`src/rtl/core/plm_ram.sv`:
```
// Generic single-port-write, single-port-read RAM with a registered read.
// Standalone; holds the per-node table of the lighting metrics block.
module plm_ram #(
  parameter int WIDTH = 32,
  parameter int DEPTH = 128
) (
  input  logic                     clk,
  input  logic                     we,
  input  logic [$clog2(DEPTH)-1:0] waddr,
  input  logic [WIDTH-1:0]         wdata,
  input  logic [$clog2(DEPTH)-1:0] raddr,
  output logic [WIDTH-1:0]         rdata
);

  logic [WIDTH-1:0] mem [DEPTH];

  // Write port and registered read port.
  always_ff @(posedge clk) begin
    if (we) begin
      mem[waddr] <= wdata;
    end
    rdata <= mem[raddr];
  end

endmodule

```
`config.mk`:
```
export PLATFORM = sky130hd
export DESIGN_NAME = plm_ram
export DESIGN_NICKNAME = d
export VERILOG_FILES = /design/src/rtl/core/plm_ram.sv
export SDC_FILE = /design/constraint.sdc
export NUM_CORES = 2
export LEC_CHECK = 0
export BUFFER_PORTS_ARGS = -buffer_cell sky130_fd_sc_hd__buf_4
export CORE_MARGIN = 2
export CORE_UTILIZATION = 56
export DETAILED_ROUTE_END_ITERATION = 8
export GPL_TIMING_DRIVEN = 1
export PLACE_DENSITY = 0.77
export SLEW_MARGIN = 20
export SYNTH_ARGS = -nofsm -noshare
export SYNTH_HDL_FRONTEND = slang
export SYNTH_SLANG_ARGS = --single-unit
```
`constraint.sdc`:
```
create_clock -name clk -period 4.4 [get_ports clk]
set_input_delay 0.44 -clock clk [delete_from_list [all_inputs] [get_ports clk]]
set_output_delay 0.44 -clock clk [all_outputs]
set_load 0.1 [all_outputs]
```
==> summary.txt <==
status: finished clean
crit path cell chain: buf_16 > buf_12 > buf_4 > buf_4 > mux4_2 > mux4_2 > mux4_2 > mux2_2
required time of the critical path: 5230 ps
Avg Cell Area, Syn: 26.1 µm²
vias in the first global route: 77200
clock power share: 41.3%
Multi-input gate area: 32300 µm²
CP peak stage delay: 610 ps
cell area after synthesis: 156000 µm²
number of max-cap violations: 0
global-route wire length before repair: 612000 µm
reg2reg setup slack: 1640 ps
pwr/cell area: 463 nW/µm²
final setup violation count: 0
synth unique cells: 17
placed cell count: 9843
Final Hold Viols: 0
H-tree Lvls: 5
min-delay worst type: in -> reg
clk sinks: 4128
clock slew at reported path FFs: 60 ps
min-delay src: wdata[28]
WP data arrival: 3750 ps
Leak Pwr: 0.0548 µW
RSZ-0062 raised after global routing: no
I/O Pins: 80
Row Count: 193
CP delay by family, top: multiplexers
Final GP Congestion: 0.856
worst reg2reg path depth: 4
setup_tns: 0 ps
Total GRT Usage: 31.2%
slew margin rel.: 20.4%
Area Overhead vs Synth: 13.8%
clock tree from TritonCTS: done
Via Count: 75300
DPL Wire Length: 228000 µm
CP Launch Type: input pin
pin count of the biggest net entering global routing: 88
CP max-delay cell: mux4_2
logic gate share of total power: 5.8%
CP startpoint: raddr[0]
Worst-Skew Late Latency: 970 ps
initial core utilization: 56.4%
most frequent cells in the layout: edfxtp_1, mux4_2, clkbuf_16, buf_4, nor2_4
Filler Cell Count: 16300
Slew Limit Fails: 0
Max FO, Critical Path: 34
die height: 532 µm
1st-iter DRT viols: 13700
layout cells sized above 1: 37.1%
syn nets: 6038
clk buf depth: 4
Num CTS Buffers: 391
initial antenna violation count: 67
crit path kind: in -> reg
worst-margin pin slew: 1190 ps
Seq. cell area: 124000 µm²
Gate Count Post-Synth: 5990
DR DRC count: 0
Layout Cells excl Fill: 10600
Wirelength per Cell: 41.6 µm
post-synthesis register bit count: 4128
Worst Setup EP: rdata[12]
Overflow after GRT: 0
switching share of power: 21.8%
critical path depth in cells: 8
Reg power frac: 52.9%
internal power: 64400 µW
Switch Pwr: 18000 µW
worst r2r dst: rdata[22]
Post-CTS Setup Inserts: 0
Most Frequent Cell on Critical Path: mux4_2
port buffer count: 79
Vias/cell: 7.12
f_max: 0.342 GHz
Final Net Count: 6583
Buf/Inv on CP: 4
1st-pass router iterations: 8
Die Wd: 532 µm
FF-to-FF Start: mem[69][22]
final wirelength: 440000 µm
Worst Skew: 47.1 ps
min Tclk post-route: 2920 ps
commonest non-fill, non-tap cell in the layout: edfxtp_1
endpoint class of the critical path: register
CTS root buffer: clkbuf_16
register area share after synthesis: 79.1%
Core ar.: 277000 µm²
Peak VDD IR: 0.000362 V
YS warnings: 0
die area: 283000 µm²
Final period util: 66.4%
total power: 82300 µW
post-route ant nets: 0
## worst min-delay path by stage
stage / end / depth (start not counted)
2_1_floorplan: mem[0][0] / 0
3_3_place_gp: rdata[15] / 1
3_5_place_dp: rdata[15] / 1
4_1_cts: mem[116][20] / 1
5_1_grt: mem[98][17] / 1
6_report: mem[85][28] / 1
## state kept, by name, summed over array words and instances, names as in the netlist
| signal | count |
|---|---|
| mem | 4096 |
| rdata | 32 |
## Yosys cell counts
cell	count	share of area [%]
buf_6	2	0.014
mux4_2	1344	19
buf_2	79	0.25
buf_4	3	0.014
nand4_1	3	0.012
dfxtp_1	32	0.41
nand2b_1	2	0.0080
nor2_1	122	0.29
nor3_1	9	0.029
nor2b_1	7	0.028
nand2_1	14	0.034
edfxtp_1	4096	79
nand3_1	12	0.038
mux2_2	32	0.23
or3_1	1	0.0040
buf_1	50	0.12
clkbuf_1	182	0.44
## final cells by class
class                           instances  area share [%]
Clock inverter                        224            1.28
Sequential cell                      4128            69.5
Multi-Input combinational cell       1546            18.2
Clock buffer                          480            5.87
Antenna cell                           23          0.0324
Tap cell                             3705            2.61
Timing Repair Buffer                  468            2.54
## metrics by stage
step / util (%) / instance area, µm² / setup slack, ps / hold slack (ps)
after floorplan: - / 156000 / 721 / 539
after global placement: 59.6 / 165000 / 670 / 957
after detailed placement: 59.6 / 165000 / 651 / 946
after CTS: 64.2 / 178000 / 1520 / 42.8
after global routing: 64.2 / 178000 / 1490 / 83.5
final: 64.2 / 178000 / 1480 / 45.1
## logic make-up after synthesis
| kind of cell | Yosys count | synth area share (%) |
|---|---|---|
| and+or+nand+nor | 170 | 0.446 |
| DFF | 4128 | 79.1 |
| buffers and inverters | 316 | 0.839 |
| muxes | 1376 | 19.6 |
## per-layer routing
layer	part of all wire, %	global-route usage, %	wire length [µm]	vias up
li1	-	-	-	27500
met2	48	49.4	213000	6929
met5	0.069	0	303	-
met4	5.6	15.5	24700	40
met1	32	40.9	141000	39600
met3	14	7.98	61200	1277
## power groups by stage
stage	combinational (µW)	sequential [µW]	clock, µW
after floorplan	2090	44700	0
after global placement	4440	44400	0
after detailed placement	4540	44400	0
after CTS	4660	43600	34200
after global routing	4840	43600	35400
final	4760	43600	34000
## timing repair
| action | CTS | global route |
|---|---|---|
| hold endpoints to repair | 0 | 25 |
| gates resized for setup | 0 | 0 |
| hold buffers | 0 | 2 |
Power figures use the tool's default switching activity.
