**src/rtl/core/plm_pkg.sv**
```systemverilog
// Shared types, constants and helpers for the per-node lighting metrics block.
// Used by plm_calc and per_node_lighting_metrics; depends on nothing.
package plm_pkg;

  // Node table geometry. The node address port is fixed at seven bits.
  localparam int NODE_COUNT = 128;
  localparam int NODE_W     = 7;

  // Reset value of the flicker scale register: 1.0 in unsigned Q16.16.
  localparam logic [31:0] FLICKER_SCALE_RST = 32'h0001_0000;

  // The flicker term is added only once the count before the sample exceeds this.
  localparam logic [31:0] FLICKER_MIN_COUNT = 32'd3;

  // One stored entry of the node table.
  typedef struct packed {
    logic [31:0] prev_time;
    logic [31:0] prev_lux;
    logic [31:0] older_lux;
    logic [31:0] prev_ref;
    logic [63:0] energy;
    logic [63:0] flicker;
    logic [63:0] shortfall;
    logic [31:0] count;
  } plm_rec_t;

  localparam int REC_W = $bits(plm_rec_t);

  // One accepted input sample, held for the whole update.
  typedef struct packed {
    logic [NODE_W-1:0] node;
    logic [31:0]       time_stamp;
    logic [31:0]       lux;
    logic [7:0]        pwm;
    logic              ref_present;
    logic [31:0]       ref_lux;
  } plm_sample_t;

  // Stage enables from the sequencer to the datapath.
  typedef struct packed {
    logic diff_en;
    logic mul_en;
  } plm_ctrl_t;

  // Unsigned 64-bit add that sticks at the maximum on overflow.
  function automatic logic [63:0] sat_add64(input logic [63:0] a, input logic [63:0] b);
    logic [64:0] s;
    s = {1'b0, a} + {1'b0, b};
    return s[64] ? {64{1'b1}} : s[63:0];
  endfunction

endpackage

```
**src/rtl/core/plm_calc.sv**
```systemverilog
// Update datapath: difference stage, multiply stage and saturating accumulate.
// Depends on plm_pkg for the record, sample and control types.
module plm_calc (
  input  logic                 clk,
  input  plm_pkg::plm_ctrl_t   ctrl,
  input  plm_pkg::plm_sample_t sample,
  input  logic                 seen,
  input  plm_pkg::plm_rec_t    rd_rec,
  input  logic [31:0]          scale,
  output plm_pkg::plm_rec_t    wr_rec
);

  // Difference stage registers.
  plm_pkg::plm_rec_t d_rec;
  logic              d_seen;
  logic [31:0]       d_ref;
  logic [31:0]       d_short;
  logic [31:0]       d_dt;
  logic              d_rev;
  logic [32:0]       d_swing;

  // Multiply stage registers.
  logic [39:0] m_energy;
  logic [64:0] m_flick;

  logic [31:0] ref_sel;
  logic [31:0] l1;
  logic [31:0] l2;
  logic [31:0] l3;
  logic [31:0] diff32;
  logic [31:0] diff21;
  logic        rev;

  // Reference choice, lux swing and reversal detection.
  always_comb begin
    if (sample.ref_present) begin
      ref_sel = sample.ref_lux;
    end else if (seen) begin
      ref_sel = rd_rec.prev_ref;
    end else begin
      ref_sel = 32'd0;
    end
    l1     = sample.lux;
    l2     = rd_rec.prev_lux;
    l3     = rd_rec.older_lux;
    diff32 = (l3 > l2) ? (l3 - l2) : (l2 - l3);
    diff21 = (l2 > l1) ? (l2 - l1) : (l1 - l2);
    rev    = (rd_rec.count > plm_pkg::FLICKER_MIN_COUNT) &&
             (((l3 < l2) && (l2 > l1)) || ((l3 > l2) && (l2 < l1)));
  end

  always_ff @(posedge clk) begin
    if (ctrl.diff_en) begin
      d_rec   <= rd_rec;
      d_seen  <= seen;
      d_ref   <= ref_sel;
      d_short <= (ref_sel > sample.lux) ? (ref_sel - sample.lux) : 32'd0;
      d_dt    <= sample.time_stamp - rd_rec.prev_time;
      d_rev   <= rev;
      d_swing <= {1'b0, diff32} + {1'b0, diff21};
    end
  end

  // Energy and flicker products.
  always_ff @(posedge clk) begin
    if (ctrl.mul_en) begin
      m_energy <= 40'(sample.pwm) * 40'(d_dt);
      m_flick  <= 65'(d_swing) * 65'(scale);
    end
  end

  // New entry: first sample starts the sums, later samples accumulate.
  always_comb begin
    wr_rec           = d_rec;
    wr_rec.prev_time = sample.time_stamp;
    wr_rec.prev_lux  = sample.lux;
    wr_rec.prev_ref  = d_ref;
    if (!d_seen) begin
      wr_rec.older_lux = sample.lux;
      wr_rec.energy    = 64'd0;
      wr_rec.flicker   = 64'd0;
      wr_rec.shortfall = {32'd0, d_short};
      wr_rec.count     = 32'd1;
    end else begin
      wr_rec.older_lux = d_rec.prev_lux;
      wr_rec.energy    = plm_pkg::sat_add64(d_rec.energy, {24'd0, m_energy});
      wr_rec.flicker   = d_rev ? plm_pkg::sat_add64(d_rec.flicker, {15'd0, m_flick[64:16]})
                               : d_rec.flicker;
      wr_rec.shortfall = plm_pkg::sat_add64(d_rec.shortfall, {32'd0, d_short});
      wr_rec.count     = (&d_rec.count) ? d_rec.count : (d_rec.count + 32'd1);
    end
  end

endmodule

```
**config.mk**
```make
export PLATFORM = sky130hd
export DESIGN_NAME = plm_calc
export DESIGN_NICKNAME = d
export VERILOG_FILES = /design/src/rtl/core/plm_pkg.sv /design/src/rtl/core/plm_calc.sv
export SDC_FILE = /design/constraint.sdc
export NUM_CORES = 2
export LEC_CHECK = 0
export BUFFER_PORTS_ARGS = -buffer_cell sky130_fd_sc_hd__buf_2
export CELL_PAD_IN_SITES_DETAIL_PLACEMENT = 1
export CELL_PAD_IN_SITES_GLOBAL_PLACEMENT = 2
export CORE_ASPECT_RATIO = 1.4
export CORE_UTILIZATION = 35
export DETAILED_ROUTE_END_ITERATION = 10
export GPL_ROUTABILITY_DRIVEN = 0
export GPL_TIMING_DRIVEN = 0
export PLACE_DENSITY_LB_ADDON = 0.1
export SYNTH_ARGS = -nofsm -noshare
export SYNTH_HDL_FRONTEND = slang
export SYNTH_SLANG_ARGS = --single-unit
export TNS_END_PERCENT = 100
```
**constraint.sdc**
```tcl
create_clock -name clk -period 8.3 [get_ports clk]
set_input_delay 1.245 -clock clk [delete_from_list [all_inputs] [get_ports clk]]
set_output_delay 1.245 -clock clk [all_outputs]
set_load 0.005 [all_outputs]
```
==> out/metrics.cfg <==
[place]
dp_hpwl_um = 301000
port_buffers = 843

[floorplan]
fp.coreArea_sq_um = 223000
die_h_um = 563
dieArea_sq_um = 226000
row_count = 205
die_x_um = 402
io_pins = 852
start_util = 0.353

[synthesis]
synth.most_common_cell = inv_1
dominantRegCellSynth = edfxtp_1
netlist.area_leader.share = 0.284
post_synth_main_area_contributors = fa_1 28%, edfxtp_1 18%, ha_1 11%
synth_seq_cells = 476
yosysWarnings = 0
yosys-top-cells-count = 1284 x inv_1, 1115 x fa_1, 971 x nand2_1
synth_largest_area_cell = fa_1
synth_edf_count = 476
syn_area_sq_um = 78600
syn_inst = 8600
ys_types = 94
synth.avg_cell_area_sq_um = 9.14
ys_async_sr_fraction = 0
synth_nets = 10879
ys_seq_area_frac = 0.182

[worst_setup_path]
r2r-start = d_swing[13]
arrival_ns = 8.75
worst_setup_path_start_kind = input pin
reg2reg_slack_ns = 0.03
critPathKind = input pin to register
critPathRequiredTime_ns = 8.77
rr_endpoint = m_flick[58]
r2r_cells = 23
cp_max_fo = 10
worst_setup_path_end_kind = register

[routing]
drtIter0Drc = 3496
viasPerCell = 5.41
routedWlPerCell_um = 28.1
drtAntennaViolNets = 0
vias = 67628
route.detailed.drc = 0
first_pass_iters = 5
routed_wl_um = 351000

[timing]
min_period_over_period = 0.998
hold_viol = 0
finClkSkew_ns = 0.0561
slew_viol_final = 0
setup_viol = 0
period_needed_ns = 8.28
worst_hold_slack_ns = 0.642
fmax_ghz = 0.121
rsz0062_at_grt = true
worstMarginPinSlew_ns = 1.44
slew_headroom = 0.0382

[clock_network]
numCtsBuffers = 60
cts_hold_buf = 0
cts_sinks = 476
clockBufferDepth = 3
htreeDepth = 2
clk_pin_slew_ns = 0.07
clockRootBuffer = clkbuf_16
cts_tree = built
insertion_delay_ns = 0.73

[final_layout]
multiInputGateArea_sq_um = 57800
drive_above_1_share = 0.148
areaGrowthSynthToFinish_pct = 15.0
regArea_sq_um = 14300
fillerInstances = 26149
final_nets = 11813

[global_routing]
grtUsageTotal = 0.306
grt_pass1_vias = 73969
antenna_found_initial = 55
grt_first_pass_wirelength_um = 501000
grt-ovfl-total = 0
grt_max_degree = 104

[worst_hold_path]
worstHoldPathCells = 1
hold_start = rd_rec[86]
holdPathEnd = d_rec[86]
hold_class = input pin to register

[flow_run]
max-cap-violations = 0

[status]
status = finished clean

[routing by layer]
metal	track usage	part of all wire
met1	0.333	0.37
met2	0.543	0.50
met3	0.0324	0.041
met4	0.238	0.091
met5	0	0.00038
[metrics by stage]
| step | TNS (ns) | worst slack, ns | std cells | utilization | instance area (sq um) |
|---|---|---|---|---|---|
| after floorplan | 0 | 0.00902 | 8600 | - | 78600 |
| after global placement | -203.79 | -2.40 | 12341 | 0.388 | 86400 |
| after detailed placement | -88.20 | -2.45 | 12346 | 0.388 | 86600 |
| after CTS | 0 | 0.00210 | 12482 | 0.404 | 90000 |
| after global routing | -0.321 | -0.115 | 12494 | 0.405 | 90300 |
| final | 0 | 0.0181 | 12503 | 0.405 | 90400 |
[critical path, cell delays in order]
cell and delay, ns:
buf_4 0.22, clkbuf_16 0.23, nand2_1 0.09, fa_2 0.52
fa_1 0.67, fa_1 0.48, fa_1 0.62, inv_1 0.15
fa_1 0.40, ha_1 0.35, fa_1 0.46, fa_1 0.70
ha_1 0.35, a21oi_1 0.20, o211ai_1 0.12, o21ai_2 0.17
o32ai_1 0.15, o21ai_2 0.30, or4b_4 0.55, nor3b_2 0.19
or2_2 0.32, a21oi_2 0.15, xnor2_1 0.08
[state kept, by name, indices dropped and copies added (netlist names)]
signal and cells:
d_dt 32, d_ref 32, d_short 32, m_flick 49, d_rev 1, d_rec 256, d_swing 33, m_energy 40
d_seen 1
[final cells by class]
cell class | count | area share
Antenna cell | 20 | 0.000554
Buffer | 457 | 0.0309
Clock buffer | 67 | 0.0169
Clock inverter | 46 | 0.00782
Inverter | 1286 | 0.0534
Multi-Input combinational cell | 6372 | 0.639
Sequential cell | 476 | 0.158
Tap cell | 2898 | 0.0401
Timing Repair Buffer | 881 | 0.0526
[logic make-up after synthesis]
logic type	Yosys count	synth area share
xor gates and xnor gates	382	0.0426
DFF	476	0.182
and+or+nand+nor	2538	0.160
adders and majority gates	1779	0.390
muxes	35	0.00452
buffers and inverters	1752	0.0873
AOI/OAI and AO/OA	1638	0.134
[cell usage in the layout, fill, tap and decap left out, types with 66 or more instances in the layout]
cell type / synthesis / final
ha_1: 664 / 654
nand3_1: 105 / 104
nand4_1: 66 / 66
a21o_1: 232 / 232
and2_1: 696 / 695
and3_1: 88 / 85
a31oi_1: 107 / 106
xnor2_1: 213 / 212
clkbuf_1: 373 / 185
buf_2: 26 / 858
nor2_1: 301 / 299
nor3_1: 73 / 73
o21ai_0: 315 / 310
edfxtp_1: 476 / 476
a21oi_1: 502 / 493
nand2_1: 971 / 966
buf_4: 65 / 123
inv_1: 1284 / 1284
xor2_1: 169 / 169
fa_1: 1115 / 1084
[what timing repair did]
| item | 4_1_cts | 5_1_grt |
|---|---|---|
| setup endpoints to repair | 46 | 24 |
| pin swaps | 3 | 19 |
| setup buffers | 26 | 7 |
| resized for setup | 390 | 130 |
[how the worst max path moves through the flow]
stage,cells after the start,start,end,slack (ns)
final,23,scale[2],m_flick[58],0.02
after global placement,22,scale[2],m_flick[46],-2.40
after CTS,26,scale[6],m_flick[58],0.002
after floorplan,25,scale[2],m_flick[64],0.009
after detailed placement,22,scale[2],m_flick[46],-2.45
after global routing,23,d_swing[3],m_flick[46],-0.12
Power is not shown: default switching activity piles up to over one toggle a cycle in this logic, so the estimate is an artifact.
